<file path="src/rtl/oirp_pkg.sv">
package oirp_pkg;

	// Command bytes and markers
	localparam logic [7:0] CMD_RESTART   = 8'hc9;
	localparam logic [7:0] MARK_RESTART  = 8'hd5;
	localparam logic [7:0] CMD_FINISH    = 8'h6b;
	localparam logic [7:0] CMD_ABORT     = 8'h00;
	localparam logic [7:0] MARK_ABORT    = 8'hff;
	localparam logic [7:0] CMD_DATA      = 8'h38;
	localparam logic [7:0] CMD_DATA_MASK = 8'hfe;

	// Packet lengths that select the short commands, and the header length
	localparam logic [7:0] LEN_SHORT_CMD = 8'd2;
	localparam logic [7:0] LEN_FINISH    = 8'd4;
	localparam logic [7:0] LEN_HEADER    = 8'd4;

	// Upper nibble of the reply status
	localparam logic [3:0] ST_OK        = 4'h0;
	localparam logic [3:0] ST_MISSED    = 4'h4;
	localparam logic [3:0] ST_DUPLICATE = 4'h8;
	localparam logic [3:0] ST_COMMIT    = 4'hf;

	// Reply lengths
	localparam logic [2:0] REPLY_NONE  = 3'd0;
	localparam logic [2:0] REPLY_SHORT = 3'd1;
	localparam logic [2:0] REPLY_LONG  = 3'd4;

	localparam int OFS_W   = 24;
	localparam int PAGE_W  = 10;
	localparam int COPY_W  = 11;
	// Divider by reciprocal: 25-bit dividend, 26-bit multiplier
	localparam int DIVX_W  = 25;
	localparam int DIVM_W  = 26;
	localparam int PROD_W  = DIVX_W + DIVM_W;

	localparam int QUEUE_DEPTH = 4;

	typedef enum logic [2:0] {
		KIND_UNKNOWN,
		KIND_RESTART,
		KIND_FINISH,
		KIND_ABORT,
		KIND_DATA
	} pkt_kind_t;

	typedef struct packed {
		pkt_kind_t          kind;
		logic               reply4;
		logic [OFS_W-1:0]   offset;
		logic [7:0]         plen;
	} item_t;

	typedef struct packed {
		logic full;
		logic empty;
	} q_stat_t;

	// Decision made at execute, before the page arithmetic
	typedef struct packed {
		logic [2:0]         reply_length;
		logic               stat_en;
		logic [3:0]         stat_nib;
		logic [OFS_W-1:0]   reply_offset;
		logic               payload_write;
		logic [OFS_W-1:0]   payload_addr;
		logic [7:0]         payload_bytes;
		logic               program_page;
		logic               abort_flag;
		logic               commit_flag;
	} exec_t;

	typedef struct packed {
		logic [2:0]         reply_length;
		logic [7:0]         reply_status;
		logic [OFS_W-1:0]   reply_offset;
		logic               payload_write;
		logic [OFS_W-1:0]   payload_addr;
		logic [7:0]         payload_bytes;
		logic               program_page;
		logic [PAGE_W-1:0]  page_number;
		logic               abort_flag;
		logic               commit_flag;
		logic [COPY_W-1:0]  copy_pages;
	} result_t;

endpackage

</file>
<file path="src/rtl/ota_image_receive_protocol.sv">
// OTA image receiver: decodes the header of each received update packet.
//
// Input channel (in_valid / in_stall): one item per packet, its length and
// first four bytes. An item is taken on a clock edge with in_valid high and
// in_stall low. in_stall rises only when the four-entry item queue is full.
// Output channel (out_valid / out_stall): exactly one result per item, in
// order. A stalled result holds on the ports; the front keeps taking items
// into the queue meanwhile.
// Config channel (cfg_valid / cfg_ready / node_id): ready is always high;
// the id lands in the low nibble of the reply status of every restart,
// finish and data result. Write it only while no item is in flight.
// A result passes the queue, execute, reciprocal multiply and output
// register before out_valid rises. Throughput: one item per cycle while
// no stalled result holds the output; the running length and page start
// update in execute as the item leaves the queue, and the page and
// copy-count divisions run as a two-stage multiply by a constant reciprocal.
// Reset (arst_n low): queue and pipeline empty, running length, page start
// and node id all zero.
module ota_image_receive_protocol #(
	parameter int PAGE_BYTES  = 256,
	parameter int FLASH_PAGES = 1024
) (
	input  logic        clk,
	input  logic        arst_n,
	input  logic        in_valid,
	output logic        in_stall,
	input  logic [7:0]  pkt_len,
	input  logic [7:0]  byte0,
	input  logic [7:0]  byte1,
	input  logic [7:0]  byte2,
	input  logic [7:0]  byte3,
	output logic        out_valid,
	input  logic        out_stall,
	output logic [2:0]  reply_length,
	output logic [7:0]  reply_status,
	output logic [23:0] reply_offset,
	output logic        payload_write,
	output logic [23:0] payload_addr,
	output logic [7:0]  payload_bytes,
	output logic        program_page,
	output logic [9:0]  page_number,
	output logic        abort_flag,
	output logic        commit_flag,
	output logic [10:0] copy_pages,
	input  logic        cfg_valid,
	output logic        cfg_ready,
	input  logic [3:0]  node_id
);

	oirp_pkg::q_stat_t q_stat;
	oirp_pkg::item_t   wr_item;
	oirp_pkg::item_t   rd_item;
	oirp_pkg::result_t res;
	logic              push;
	logic              pop;

	// config register is always writable
	assign cfg_ready = 1'b1;

	// front: classify and enqueue
	oirp_front u_front (
		.in_valid (in_valid),
		.in_stall (in_stall),
		.pkt_len  (pkt_len),
		.byte0    (byte0),
		.byte1    (byte1),
		.byte2    (byte2),
		.byte3    (byte3),
		.q_stat   (q_stat),
		.push     (push),
		.item     (wr_item)
	);

	// decouples front from back
	oirp_queue u_queue (
		.clk     (clk),
		.arst_n  (arst_n),
		.push    (push),
		.wr_item (wr_item),
		.pop     (pop),
		.rd_item (rd_item),
		.stat    (q_stat)
	);

	// back: protocol state, page tracking, result register
	oirp_back #(
		.PAGE_BYTES  (PAGE_BYTES),
		.FLASH_PAGES (FLASH_PAGES)
	) u_back (
		.clk       (clk),
		.arst_n    (arst_n),
		.cfg_valid (cfg_valid),
		.node_id   (node_id),
		.q_stat    (q_stat),
		.item      (rd_item),
		.pop       (pop),
		.out_valid (out_valid),
		.out_stall (out_stall),
		.result    (res)
	);

	assign reply_length  = res.reply_length;
	assign reply_status  = res.reply_status;
	assign reply_offset  = res.reply_offset;
	assign payload_write = res.payload_write;
	assign payload_addr  = res.payload_addr;
	assign payload_bytes = res.payload_bytes;
	assign program_page  = res.program_page;
	assign page_number   = res.page_number;
	assign abort_flag    = res.abort_flag;
	assign commit_flag   = res.commit_flag;
	assign copy_pages    = res.copy_pages;

endmodule

</file>
<file path="src/rtl/oirp_front.sv">
module oirp_front (
	input  logic              in_valid,
	output logic              in_stall,
	input  logic [7:0]        pkt_len,
	input  logic [7:0]        byte0,
	input  logic [7:0]        byte1,
	input  logic [7:0]        byte2,
	input  logic [7:0]        byte3,
	input  oirp_pkg::q_stat_t q_stat,
	output logic              push,
	output oirp_pkg::item_t   item
);

	assign in_stall = q_stat.full;
	assign push     = in_valid && !q_stat.full;

	always_comb begin
		item        = '0;
		item.offset = {byte3, byte2, byte1};
		item.plen   = pkt_len - oirp_pkg::LEN_HEADER;
		item.reply4 = byte0[0];
		if (pkt_len == oirp_pkg::LEN_SHORT_CMD && byte0 == oirp_pkg::CMD_RESTART &&
				byte1 == oirp_pkg::MARK_RESTART) begin
			item.kind = oirp_pkg::KIND_RESTART;
		end else if (pkt_len == oirp_pkg::LEN_FINISH && byte0 == oirp_pkg::CMD_FINISH) begin
			item.kind = oirp_pkg::KIND_FINISH;
		end else if (pkt_len == oirp_pkg::LEN_SHORT_CMD && byte0 == oirp_pkg::CMD_ABORT &&
				byte1 == oirp_pkg::MARK_ABORT) begin
			item.kind = oirp_pkg::KIND_ABORT;
		end else if (pkt_len != 8'd0 && pkt_len[1:0] == 2'b00 &&
				(byte0 & oirp_pkg::CMD_DATA_MASK) == oirp_pkg::CMD_DATA) begin
			item.kind = oirp_pkg::KIND_DATA;
		end else begin
			item.kind = oirp_pkg::KIND_UNKNOWN;
		end
	end

endmodule

</file>
<file path="src/rtl/oirp_queue.sv">
module oirp_queue (
	input  logic              clk,
	input  logic              arst_n,
	input  logic              push,
	input  oirp_pkg::item_t   wr_item,
	input  logic              pop,
	output oirp_pkg::item_t   rd_item,
	output oirp_pkg::q_stat_t stat
);

	localparam int PTR_W = $clog2(oirp_pkg::QUEUE_DEPTH);
	localparam int CNT_W = $clog2(oirp_pkg::QUEUE_DEPTH + 1);

	oirp_pkg::item_t  mem_q [oirp_pkg::QUEUE_DEPTH];
	logic [PTR_W-1:0] wr_ptr_q;
	logic [PTR_W-1:0] rd_ptr_q;
	logic [CNT_W-1:0] count_q;

	assign stat.full  = (count_q == CNT_W'(oirp_pkg::QUEUE_DEPTH));
	assign stat.empty = (count_q == '0);
	assign rd_item    = mem_q[rd_ptr_q];

	always_ff @(posedge clk) begin
		if (push) begin
			mem_q[wr_ptr_q] <= wr_item;
		end
	end

	always_ff @(posedge clk or negedge arst_n) begin
		if (!arst_n) begin
			wr_ptr_q <= '0;
			rd_ptr_q <= '0;
			count_q  <= '0;
		end else begin
			if (push) begin
				wr_ptr_q <= wr_ptr_q + 1'b1;
			end
			if (pop) begin
				rd_ptr_q <= rd_ptr_q + 1'b1;
			end
			if (push && !pop) begin
				count_q <= count_q + 1'b1;
			end else if (pop && !push) begin
				count_q <= count_q - 1'b1;
			end
		end
	end

endmodule

</file>
<file path="src/rtl/oirp_back.sv">
module oirp_back #(
	parameter int PAGE_BYTES  = 256,
	parameter int FLASH_PAGES = 1024
) (
	input  logic              clk,
	input  logic              arst_n,
	input  logic              cfg_valid,
	input  logic [3:0]        node_id,
	input  oirp_pkg::q_stat_t q_stat,
	input  oirp_pkg::item_t   item,
	output logic              pop,
	output logic              out_valid,
	input  logic              out_stall,
	output oirp_pkg::result_t result
);

	localparam int OFS_W  = oirp_pkg::OFS_W;
	localparam int DIV_SH = oirp_pkg::DIVX_W + $clog2(PAGE_BYTES);
	// ceil(2^DIV_SH / PAGE_BYTES): exact floor division for 25-bit dividends
	localparam logic [63:0] DIV_MUL_64 =
		((64'd1 << DIV_SH) + 64'(PAGE_BYTES) - 64'd1) / 64'(PAGE_BYTES);
	localparam logic [oirp_pkg::DIVM_W-1:0] DIV_MUL = DIV_MUL_64[oirp_pkg::DIVM_W-1:0];
	localparam logic [oirp_pkg::PAGE_W-1:0] PAGE_BASE = oirp_pkg::PAGE_W'(FLASH_PAGES / 2);

	logic [3:0]       node_id_q;
	logic [OFS_W-1:0] rcv_len_q;
	logic [OFS_W-1:0] page_begin_q;

	logic adv;

	// execute
	oirp_pkg::exec_t  ex;
	logic [OFS_W-1:0] nxt_len;
	logic [OFS_W-1:0] nxt_begin;
	logic [OFS_W-1:0] div_x;
	logic [OFS_W-1:0] data_end;
	logic [OFS_W-1:0] fill;
	logic             ofs_gt;
	logic             ofs_lt;

	logic                              v_s1;
	oirp_pkg::exec_t                   ex_s1;
	logic [oirp_pkg::DIVX_W-1:0]       xf_s1;
	logic [oirp_pkg::DIVX_W-1:0]       xc_s1;

	logic                              v_s2;
	oirp_pkg::exec_t                   ex_s2;
	logic [oirp_pkg::PROD_W-1:0]       pf_s2;
	logic [oirp_pkg::PROD_W-1:0]       pc_s2;

	logic              out_valid_q;
	oirp_pkg::result_t result_q;
	oirp_pkg::result_t res_d;

	assign adv       = !out_valid_q || !out_stall;
	assign pop       = adv && !q_stat.empty;
	assign out_valid = out_valid_q;
	assign result    = result_q;

	assign ofs_gt   = item.offset > rcv_len_q;
	assign ofs_lt   = item.offset < rcv_len_q;
	assign data_end = rcv_len_q + OFS_W'(item.plen);
	assign fill     = data_end - page_begin_q;

	always_comb begin
		ex              = '0;
		ex.reply_offset = rcv_len_q;
		nxt_len         = rcv_len_q;
		nxt_begin       = page_begin_q;
		div_x           = '0;
		case (item.kind)
			oirp_pkg::KIND_RESTART: begin
				ex.reply_length = oirp_pkg::REPLY_SHORT;
				ex.stat_en      = 1'b1;
				ex.stat_nib     = oirp_pkg::ST_OK;
				nxt_len         = '0;
				nxt_begin       = '0;
			end
			oirp_pkg::KIND_FINISH: begin
				ex.reply_length = oirp_pkg::REPLY_LONG;
				ex.stat_en      = 1'b1;
				if (ofs_gt) begin
					ex.stat_nib = oirp_pkg::ST_MISSED;
				end else if (ofs_lt) begin
					ex.stat_nib = oirp_pkg::ST_DUPLICATE;
				end else begin
					// last partial page, if any, then commit
					ex.stat_nib     = oirp_pkg::ST_COMMIT;
					ex.commit_flag  = 1'b1;
					ex.program_page = (rcv_len_q != page_begin_q);
					div_x           = rcv_len_q;
				end
			end
			oirp_pkg::KIND_ABORT: begin
				ex.abort_flag = 1'b1;
			end
			oirp_pkg::KIND_DATA: begin
				ex.reply_length = item.reply4 ? oirp_pkg::REPLY_LONG : oirp_pkg::REPLY_NONE;
				ex.stat_en      = 1'b1;
				if (ofs_gt) begin
					ex.stat_nib = oirp_pkg::ST_MISSED;
				end else if (ofs_lt) begin
					ex.stat_nib = oirp_pkg::ST_DUPLICATE;
				end else begin
					ex.stat_nib      = oirp_pkg::ST_OK;
					ex.payload_write = 1'b1;
					ex.payload_addr  = rcv_len_q;
					ex.payload_bytes = item.plen;
					nxt_len          = data_end;
					// at most one page request per packet
					if (fill >= OFS_W'(PAGE_BYTES)) begin
						ex.program_page = 1'b1;
						div_x           = page_begin_q;
						nxt_begin       = data_end;
					end
				end
			end
			default: begin
			end
		endcase
	end

	always_comb begin
		res_d               = '0;
		res_d.reply_length  = ex_s2.reply_length;
		res_d.reply_status  = ex_s2.stat_en ? {ex_s2.stat_nib, node_id_q} : 8'h00;
		res_d.reply_offset  = ex_s2.reply_offset;
		res_d.payload_write = ex_s2.payload_write;
		res_d.payload_addr  = ex_s2.payload_addr;
		res_d.payload_bytes = ex_s2.payload_bytes;
		res_d.program_page  = ex_s2.program_page;
		res_d.page_number   = ex_s2.program_page ?
			pf_s2[DIV_SH +: oirp_pkg::PAGE_W] + PAGE_BASE : '0;
		res_d.abort_flag    = ex_s2.abort_flag;
		res_d.commit_flag   = ex_s2.commit_flag;
		res_d.copy_pages    = ex_s2.commit_flag ? pc_s2[DIV_SH +: oirp_pkg::COPY_W] : '0;
	end

	always_ff @(posedge clk or negedge arst_n) begin
		if (!arst_n) begin
			node_id_q    <= '0;
			rcv_len_q    <= '0;
			page_begin_q <= '0;
			v_s1         <= 1'b0;
			v_s2         <= 1'b0;
			out_valid_q  <= 1'b0;
		end else begin
			if (cfg_valid) begin
				node_id_q <= node_id;
			end
			if (pop) begin
				rcv_len_q    <= nxt_len;
				page_begin_q <= nxt_begin;
			end
			if (adv) begin
				v_s1        <= pop;
				v_s2        <= v_s1;
				out_valid_q <= v_s2;
			end
		end
	end

	always_ff @(posedge clk) begin
		if (adv) begin
			ex_s1    <= ex;
			xf_s1    <= oirp_pkg::DIVX_W'(div_x);
			xc_s1    <= oirp_pkg::DIVX_W'(div_x) + oirp_pkg::DIVX_W'(PAGE_BYTES - 1);
			ex_s2    <= ex_s1;
			pf_s2    <= oirp_pkg::PROD_W'(xf_s1) * oirp_pkg::PROD_W'(DIV_MUL);
			pc_s2    <= oirp_pkg::PROD_W'(xc_s1) * oirp_pkg::PROD_W'(DIV_MUL);
			result_q <= res_d;
		end
	end

endmodule

</file>
<file path="config.mk">
export PLATFORM = sky130hd
export DESIGN_NAME = ota_image_receive_protocol
export DESIGN_NICKNAME = d
export VERILOG_FILES = /design/src/rtl/oirp_pkg.sv /design/src/rtl/ota_image_receive_protocol.sv /design/src/rtl/oirp_front.sv /design/src/rtl/oirp_queue.sv /design/src/rtl/oirp_back.sv
export SDC_FILE = /design/constraint.sdc
export NUM_CORES = 1
export LEC_CHECK = 0
export BUFFER_PORTS_ARGS = -buffer_cell sky130_fd_sc_hd__clkbuf_2
export CAP_MARGIN = 20
export CORE_ASPECT_RATIO = 1.75
export CORE_UTILIZATION = 65
export DETAILED_ROUTE_END_ITERATION = 8
export PLACE_DENSITY = 0.84
export SLEW_MARGIN = 20
export SYNTH_ARGS = -nofsm -noshare
export SYNTH_HDL_FRONTEND = slang
export SYNTH_SLANG_ARGS = --single-unit
</file>
<file path="constraint.sdc">
create_clock -name clk -period 19.08 [get_ports clk]
set_input_delay 3.816 -clock clk [delete_from_list [all_inputs] [get_ports clk]]
set_output_delay 3.816 -clock clk [all_outputs]
set_load 0.05 [all_outputs]
</file>
==> results of run 1 <==
-- per-layer routing --
layer / routed length, um / GRT usage (%) / vias up
met1: 14200 / 30.3 / 5596
met3: 2350 / 4.15 / 163
met2: 23900 / 53.6 / 523
met5: 0 / 0 / -
li1: - / - / 5097
met4: 2500 / 16.2 / 0
-- worst max-delay path by stage --
stage / start / endpoint / slack [ps] / cells past startpoint
floorplan: out_stall / u_queue.count_q[1] / 7800 / 7
global placement: u_queue.rd_ptr_q[0] / u_back.xc_s1[12] / 11490 / 27
detailed placement: u_queue.rd_ptr_q[0] / u_back.xc_s1[12] / 11330 / 27
CTS: u_queue.rd_ptr_q[0] / u_back.xc_s1[12] / 11250 / 27
global route: u_queue.rd_ptr_q[0] / u_back.xc_s1[12] / 10660 / 27
finish: u_queue.rd_ptr_q[0] / u_back.xc_s1[12] / 11140 / 27
-- state kept, by name, summed over array words and instances, names as in the netlist --
name	count
u_back.rcv_len_q	24
u_queue.mem_q	144
u_back.xf_s1	10
u_back.node_id_q	4
u_queue.rd_ptr_q	2
u_back.pc_s2	11
u_queue.count_q	3
u_back.v_s2	1
u_back.ex_s1	66
u_back.ex_s2	66
u_back.result	90
u_back.page_begin_q	24
u_back.v_s1	1
u_queue.wr_ptr_q	2
u_back.out_valid	1
u_back.pf_s2	10
u_back.xc_s1	11
-- cells by family after synthesis --
kind of cell,count (synthesis),synth area share (%)
DFF,470,70.2
and+or+nand+nor,291,7.84
AOI/OAI and AO/OA,204,6.96
buffers and inverters,127,2.77
xor gates and xnor gates,71,3.16
adders and majority gates,66,4.32
muxes,46,4.68
other,2,0.0382
-- Yosys cell counts (all sizes together) (3+ instances only) --
cell type  count  area share, %
a211oi        11           0.51
a21boi         3           0.11
a21o           6           0.23
a21oi         48            1.2
a22o          27            1.2
a31oi          3          0.096
and2          41            1.3
and3          11           0.35
buf           23           0.78
clkbuf        20           0.38
dfrtp         62            7.9
edfxtp       408             62
fa             3           0.31
ha            63            4.0
inv           84            1.6
mux2           7           0.40
mux2i          3           0.15
mux4          36            4.1
nand2         77            1.5
nand2b         3           0.13
nand3         19           0.48
nand4         14           0.48
nand4b         3           0.13
nor2          60            1.2
nor2b          8           0.25
nor3          10           0.25
nor3b          5           0.22
nor4          16           0.59
o211ai         4           0.18
o21a          11           0.42
o21ai         58            1.5
o22ai          4           0.13
o2bb2ai        5           0.22
o31ai          4           0.15
or2            3          0.096
or3            5           0.16
or4            6           0.23
xnor2         39            1.7
xor2          32            1.4
-- through the flow --
stage	util [%]	total power [mW]	hold slack, ps	worst slack [ps]	area, um^2
floorplan	-	2.14	400	7800	19700
global placement	70.2	2.31	400	11490	20700
detailed placement	70.2	2.34	405	11330	20700
CTS	74.9	3.20	418	11250	22100
global route	74.9	3.31	423	10660	22100
finish	74.9	3.18	416	11140	22100
-- critical path, delay by kind of cell, from the launching register on --
family | cells | cell delay (ps)
AO/OA/AOI/OAI | 13 | 3420
XOR/XNOR | 1 | 150
adder cells (fa/ha/maj) | 3 | 820
buffers and inverters | 3 | 760
flip-flops | 1 | 350
multiplexers | 1 | 610
AND/OR/NAND/NOR | 6 | 1540
-- area by class of cell --
class                           count  area (um^2)
Clock buffer                       43         1030
Clock inverter                     29          333
Fill cell                        1765         7410
Inverter                           84          315
Multi-Input combinational cell    680         5310
Sequential cell                   470        13800
Tap cell                          382          478
Timing Repair Buffer              152          801
-- power by group --
group          switching, mW  total (mW)  internal, mW
registers             0.0723        1.46          1.38
clock network          0.368       0.848         0.480
logic                  0.594       0.875         0.281
==> impl_metrics.yaml, run 1 <==
synthesis:
  ys_seq_area_share_pct: 70.2
  synth_cells: 1277
  synth-seq-cells: 470
  syn_area_um2: 19700
  ys_warn_count: 0
  ys_dominant_reg_cell: "edfxtp_1"
  avgSynthCellArea_um2: 15.4
  async_reset_ff_share_pct: 13.2
  synth_cell_types: 82
  syn_nets: 1392
  synth_edf_count: 408
detailed_routing:
  wire_per_inst_um: 23.4
  drc: 0
  vias: 11400
  drt-vias-per-instance: 6.18
  firstDrtPassIters: 7
  ant_nets: 0
  dr.first_iter.drc_count: 869
  routed_wl_mm: 43.0
power:
  vdd_drop_max_mv: 0.155
  cellPowerDensity_nw_per_um2: 144
  leakage_nw: 8.59
critical_path:
  r2r-end: "u_back.xc_s1[12]"
  path_class: "reg -> reg"
  cp_max_fo: 38
  worst_setup_path_start_kind: "flip-flop"
  cp_slowest_cell: "mux4_2"
  end_kind: "flip-flop"
  r2r_cells: 27
  crit_required_ps: 19380
  crit_arrival_ps: 8230
  rrSetupSlack_ps: 11140
  max_stage_delay_ps: 610
  rr_startpoint: "u_queue.rd_ptr_q[0]"
timing:
  rsz0062_at_grt: "no"
  slew_violations: 0
  hold_violations: 0
  fin_tns_setup_ps: 0
  worst_pin_slew_ps: 1070
  finalSetupViolations: 0
  fin_crit_ps: 7940
  worst_slew_margin_rel_pct: 28.6
  period_share_pct: 41.6
  timing.fmax_mhz: 126
  fin_skew_ps: 28.0
die:
  dieHeight_um: 232
  row_count: 83
  die_width_um: 133
  core_area_um2: 29500
  io_pins: 144
  start_util_pct: 66.6
  dieArea_um2: 31000
global_route:
  grt_pass1_wl_mm: 65.0
  grt_pass1_vias: 11700
  antenna_found_initial: 0
  grt_start_max_net_pins: 188
  grt_overflow_total: 0
  grt.total_usage_pct: 28.6
placement:
  dp_cells: 1768
  io_buffers: 141
  gp_congestion: 0.995
  hpwl_mm: 29.2
clock_network:
  numCtsBuffers: 40
  cts.sinks: 470
  cts-resized-gates: 0
  root_buffer: "clkbuf_16"
  cts_tree: "built"
  clk_pin_slew_worst_paths_ps: 70
  cts_setup_buffers: 0
  cts_max_level: 2
  postCtsHoldBufs: 0
  clk_path_buf_depth: 3
  clkLatencyLatePin_ps: 570
layout:
  layout_common_cells: "edfxtp_1, clkbuf_2, inv_1, nand2_1, ha_1"
  syn_to_final_growth_pct: 12.3
  finalNonFillerCells: 1840
  drive_gt1_share_pct: 19.0
  antenna_cells: 0
  nets: 1543
  final_common_cell: "edfxtp_1"
min_path:
  min_path_type: "reg -> reg"
  holdPathEnd: "u_back.result[61]"
  min_from: "u_back.ex_s2[40]"
  min_path_cells: 0
run_status:
  status: "complete, no violations"
run:
  drv.max_cap_violation_count: 0
(Power assumes the default switching activity.)
==> run 2, diff against run 1 <==
--- a/config.mk
+++ b/config.mk
@@ -5,12 +5,13 @@
 export SDC_FILE = /design/constraint.sdc
 export NUM_CORES = 1
 export LEC_CHECK = 0
+export ABC_AREA = 1
 export BUFFER_PORTS_ARGS = -buffer_cell sky130_fd_sc_hd__clkbuf_2
 export CAP_MARGIN = 20
 export CORE_ASPECT_RATIO = 1.75
-export CORE_UTILIZATION = 65
+export CORE_UTILIZATION = 60
 export DETAILED_ROUTE_END_ITERATION = 8
-export PLACE_DENSITY = 0.84
+export PLACE_DENSITY = 0.78
 export SLEW_MARGIN = 20
 export SYNTH_ARGS = -nofsm -noshare
 export SYNTH_HDL_FRONTEND = slang
==> constraint.sdc (replaced) <==
create_clock -name clk -period 7.98 [get_ports clk]
set_input_delay 1.596 -clock clk [delete_from_list [all_inputs] [get_ports clk]]
set_output_delay 1.596 -clock clk [all_outputs]
set_load 0.05 [all_outputs]
==> run 2 against run 1 <==
Clock skew is 15 ps lower. Core utilization is 6.8 points lower. Die area is 13% higher. Worst setup slack worse by 9900 ps. Routed wire length is 2.1% higher. Area after synthesis is 4.6% higher. Maximum frequency is 18% higher. First-iteration DRC count is 8.4% lower.
==> impl_metrics.yaml, run 2 <==
clock_network:
  postCtsHoldBufs: 0
  cts-resized-gates: 0
  cts_setup_buffers: 0
  numCtsBuffers: 40
  cts_tree: "built"
  clk_path_buf_depth: 3
  root_buffer: "clkbuf_16"
  cts.sinks: 470
  cts_max_level: 2
  clk_pin_slew_worst_paths_ps: 60
  clkLatencyLatePin_ps: 560
die:
  row_count: 89
  die_width_um: 142
  dieArea_um2: 35000
  io_pins: 144
  start_util_pct: 60.9
  core_area_um2: 33700
  dieHeight_um: 247
critical_path:
  rrSetupSlack_ps: 1240
  crit_arrival_ps: 7050
  cp_max_fo: 29
  crit_top_cell: "nand2_1"
  rr_startpoint: "u_queue.rd_ptr_q[0]"
  crit_required_ps: 8290
  end_kind: "flip-flop"
  worst_setup_path_start_kind: "flip-flop"
  r2r-end: "u_back.xc_s1[17]"
  r2r_cells: 38
  max_stage_delay_ps: 570
  cp_slowest_cell: "dfrtp_2"
  path_class: "reg -> reg"
detailed_routing:
  vias: 12900
  firstDrtPassIters: 5
  ant_nets: 0
  drc: 0
  routed_wl_mm: 43.9
  dr.first_iter.drc_count: 796
  drt-vias-per-instance: 5.51
  wire_per_inst_um: 18.7
timing:
  timing.fmax_mhz: 148
  fin_tns_setup_ps: 0
  hold_violations: 0
  fin_skew_ps: 13.2
  period_share_pct: 84.4
  rsz0062_at_grt: "no"
  worst_slew_margin_rel_pct: 32.4
  worst_pin_slew_ps: 1010
  slew_violations: 0
  finalSetupViolations: 0
  fin_crit_ps: 6740
layout:
  antenna_cells: 0
  drive_gt1_share_pct: 16.4
  n_fill_cell: 2451
  largest_reg_flops: 144
  syn_to_final_growth_pct: 11.7
  multi_input_area_um2: 5720
  layout_common_cells: "edfxtp_1, nand2_1, inv_1, nor2_1, clkbuf_2"
  seqCellArea_um2: 13800
  nets: 1975
  top_register: "u_queue.mem_q"
  final_common_cell: "edfxtp_1"
global_route:
  grt_overflow_total: 0
  grt_pass1_vias: 12500
  antenna_found_initial: 0
  grt_start_max_net_pins: 128
  grt_pass1_wl_mm: 66.7
  grt.total_usage_pct: 25.6
placement:
  gp_congestion: 1.03
  hpwl_mm: 31.6
  io_buffers: 141
synthesis:
  synth_top_area_cell: "edfxtp_1"
  ys_dominant_reg_cell: "edfxtp_1"
  synth_cells: 1710
  synth_common_cells: "edfxtp_1, nand2_1, inv_1"
  syn_area_um2: 20600
  ys_seq_area_share_pct: 67.1
  synth-seq-cells: 470
  synth_top_area_share_pct: 59.6
  synth_cell_types: 57
  yosys-top-cells-area: "edfxtp_1, dfrtp_1, nand2_1, ha_1, inv_1"
  async_reset_ff_share_pct: 13.2
  syn_nets: 1825
  ys_warn_count: 0
  synth.most_common_cell: "edfxtp_1"
  synth_edf_count: 408
  avgSynthCellArea_um2: 12.0
min_path:
  min_from: "u_back.xc_s1[11]"
  min_path_cells: 0
  holdPathEnd: "u_back.pc_s2[36]"
  min_path_type: "reg -> reg"
run:
  drv.max_cap_violation_count: 0
run_status:
  status: "complete, no violations"
-- run 2: changes by cell type in the layout (fill, tap and decap cells not counted), sizes merged, moves of 25 or more --
cell   delta
nand2   +247
inv     +128
nor2    +122
nand3    +39
and2     -38
mux4     -36
o21ai    +35
o22ai    +35
xnor2    -34
a22o     -27
a32o     +25
-- run 2: through the flow --
step                      std cells  utilization [%]  cell area [um^2]  worst slack, ps  hold slack, ps
after floorplan                1710                -             20600              820             400
after global placement         2273             64.4             21700             1440             400
after detailed placement       2273             64.4             21700             1320             405
after CTS                      2344             68.1             23000             1300             415
after global routing           2344             68.1             23000              639             414
final                          2344             68.1             23000             1240             415
-- run 2: worst max path at each step --
stage          slack, ps  depth (start not counted)                 from                  to
4_1_cts             1300                         42  u_queue.rd_ptr_q[0]    u_back.xc_s1[15]
3_5_place_dp        1320                         42  u_queue.rd_ptr_q[0]    u_back.xc_s1[15]
5_1_grt              640                         38  u_queue.rd_ptr_q[0]    u_back.xc_s1[18]
6_report            1240                         38  u_queue.rd_ptr_q[0]    u_back.xc_s1[17]
3_3_place_gp        1440                         42  u_queue.rd_ptr_q[0]    u_back.xc_s1[15]
2_1_floorplan        820                          6            out_stall  u_queue.count_q[1]
-- run 2: worst max-delay path, delay by kind of cell (launching register included) --
family / cells / cell delay [ps]
XOR/XNOR: 1 / 280
adder cells (fa/ha/maj): 3 / 980
flip-flops: 1 / 570
AND/OR/NAND/NOR: 25 / 2910
buffers and inverters: 3 / 520
AO/OA/AOI/OAI: 6 / 1220
-- run 2: layout make-up --
cell class / count / share of cell area (%)
multi-input combinational: 977 / 24.9
timing repair buffer: 156 / 3.56
inverter: 215 / 3.51
tap: 455 / 2.48
clock buffer: 50 / 4.61
clock inverter: 21 / 0.833
sequential: 470 / 60.1
-- run 2: kinds of logic after synthesis --
group                      Yosys count  synth area share, %
xor gates and xnor gates            55                 2.38
adders and majority gates           66                 4.13
buffers and inverters              263                 5.17
AOI/OAI and AO/OA                  219                 6.62
muxes                                5                0.274
other                                2               0.0365
DFF                                470                 67.1
and+or+nand+nor                    630                 14.3
-- run 2: metal layers --
metal  vias up  GRT usage, %  wire length, um
met3       111          2.75             1700
met2       391          47.8            24100
met5         -             0                0
met1      6235          28.1            15800
met4         0          14.5             2270
li1       6190             -                -
Power of run 2 is not shown: default switching activity piles up to over one toggle a cycle in this logic, so the estimate is an artifact.
==> run 3, diff against run 2 <==
==> constraint.sdc (replaced) <==
create_clock -name clk -period 6.47 [get_ports clk]
set_input_delay 1.294 -clock clk [delete_from_list [all_inputs] [get_ports clk]]
set_output_delay 1.294 -clock clk [all_outputs]
set_load 0.05 [all_outputs]
==> run 3 against run 2 <==
Clock-buffer cell count up 1. Worst setup slack worse by 880 ps. Die area unchanged. Highest routed layer unchanged.
==> impl_metrics.yaml, run 3 (same netlist as run 2, synthesis figures left out) <==
run_status:
  status: "complete, no violations"
global_route:
  grt_pass1_wl_mm: 66.6
  grt_pass1_vias: 12900
  grt.total_usage_pct: 25.5
  grt_overflow_total: 0
  grt_start_max_net_pins: 164
  antenna_found_initial: 0
layout:
  drive_gt1_share_pct: 17.8
  syn_to_final_growth_pct: 13.2
  top_register: "u_queue.mem_q"
  finalCoreUtilization_pct: 69.0
  largest_reg_flops: 144
  final_common_cell: "edfxtp_1"
  antenna_cells: 0
  layout_common_cells: "edfxtp_1, nand2_1, inv_1, nor2_1, clkbuf_2"
  nets: 1994
critical_path:
  crit_required_ps: 6780
  worst_setup_path_start_kind: "flip-flop"
  startpoint: "u_queue.rd_ptr_q[0]"
  cp_max_fo: 18
  cp_slowest_cell: "fa_1"
  crit_top_cell: "nand2_1"
  end_kind: "flip-flop"
  max_stage_delay_ps: 470
  path_class: "reg -> reg"
  rr_startpoint: "u_queue.rd_ptr_q[0]"
  crit_arrival_ps: 6420
die:
  core_area_um2: 33700
  start_util_pct: 60.9
  io_pins: 144
  dieHeight_um: 247
  die_width_um: 142
  row_count: 89
  dieArea_um2: 35000
clock_network:
  cts_tree: "built"
  cts_max_level: 2
  numCtsBuffers: 41
  clkLatencyLatePin_ps: 560
  postCtsHoldBufs: 0
  clk_pin_slew_worst_paths_ps: 70
  clk_path_buf_depth: 3
  cts.sinks: 470
  root_buffer: "clkbuf_16"
run:
  drv.max_cap_violation_count: 0
timing:
  timing.fmax_mhz: 164
  hold_violations: 0
  slew_violations: 0
  period_share_pct: 94.4
  fin_skew_ps: 24.7
  worst_slew_margin_rel_pct: 41.2
  finalSetupViolations: 0
  worst_pin_slew_ps: 882
  fin_crit_ps: 6110
detailed_routing:
  dr_wl_met2_mm: 24.4
  ant_nets: 0
  maxUsedRoutingLayer: "met4"
  vias: 13100
  dr_wl_met3_mm: 1.75
  firstDrtPassIters: 5
  wire_per_inst_um: 18.7
  dr.first_iter.drc_count: 774
  drt-vias-per-instance: 5.55
  m1WireLength_mm: 15.7
  drc: 0
  routed_wl_mm: 44.1
placement:
  gp_congestion: 0.954
  hpwl_mm: 31.5
  io_buffers: 141
min_path:
  min_path_type: "reg -> reg"
  min_from: "u_back.ex_s1[8]"
run 3: changes by cell type in the layout (fill, tap and decap cells not counted), sizes merged:
cell / change
clkinvlp: -2
inv: +1
buf: +17
dlymetal6s2s: +1
clkinv: +4
clkbuf: +1
run 3: worst max-delay path: cells and delay by family, from the launching register on:
| family | cells | cell delay, ps |
|---|---|---|
| simple gates | 25 | 2690 |
| compound gates | 5 | 1010 |
| fa+ha+maj | 2 | 780 |
| buf+inv | 4 | 660 |
| flops | 1 | 440 |
| xor+xnor | 1 | 290 |
run 3: metrics by stage:
| step | instance area, um^2 | setup TNS [ps] | std cells | hold WS, ps | setup WS (ps) |
|---|---|---|---|---|---|
| CTS | 23100 | 0 | 2352 | 410 | 147 |
| finish | 23300 | 0 | 2366 | 416 | 359 |
| floorplan | 20600 | 0 | 1710 | 400 | 1140 |
| detailed placement | 21800 | 0 | 2277 | 405 | 211 |
| global placement | 21800 | 0 | 2277 | 400 | 268 |
| global route | 23300 | -207 | 2366 | 423 | -48.1 |
run 3: final timing paths:
kind	to	slack (ps)	cells after the start
max	u_back.xc_s1[18]	360	37
min	u_back.ex_s2[8]	420	0
max reg2reg	u_back.xc_s1[18]	360	37
min reg2reg	u_back.ex_s2[8]	420	0
max in group asynchronous	u_queue.rd_ptr_q[0]	4920	2
min in group asynchronous	u_queue.count_q[0]	890	2
run 3: layout make-up:
class / count / area (um^2)
clock buffers: 51 / 1120
clock inverters: 24 / 215
fillers: 2423 / 10500
inverters: 215 / 810
multi-input cells: 977 / 5790
flip-flops and latches: 470 / 13800
well taps: 455 / 569
repair buffers: 174 / 971
run 3: repair_timing:
item | CTS | global route
setup buffers | 0 | 14
resized for setup | 0 | 12
endpoints found under the setup margin | 0 | 35
run 3: routing by layer:
layer	GRT usage, %	vias to the layer above
li1	-	6221
met1	27.1	6376
met2	48.3	411
met3	3.08	117
met4	14.1	0
met5	0	-
Power of run 3 is left out for the same reason.
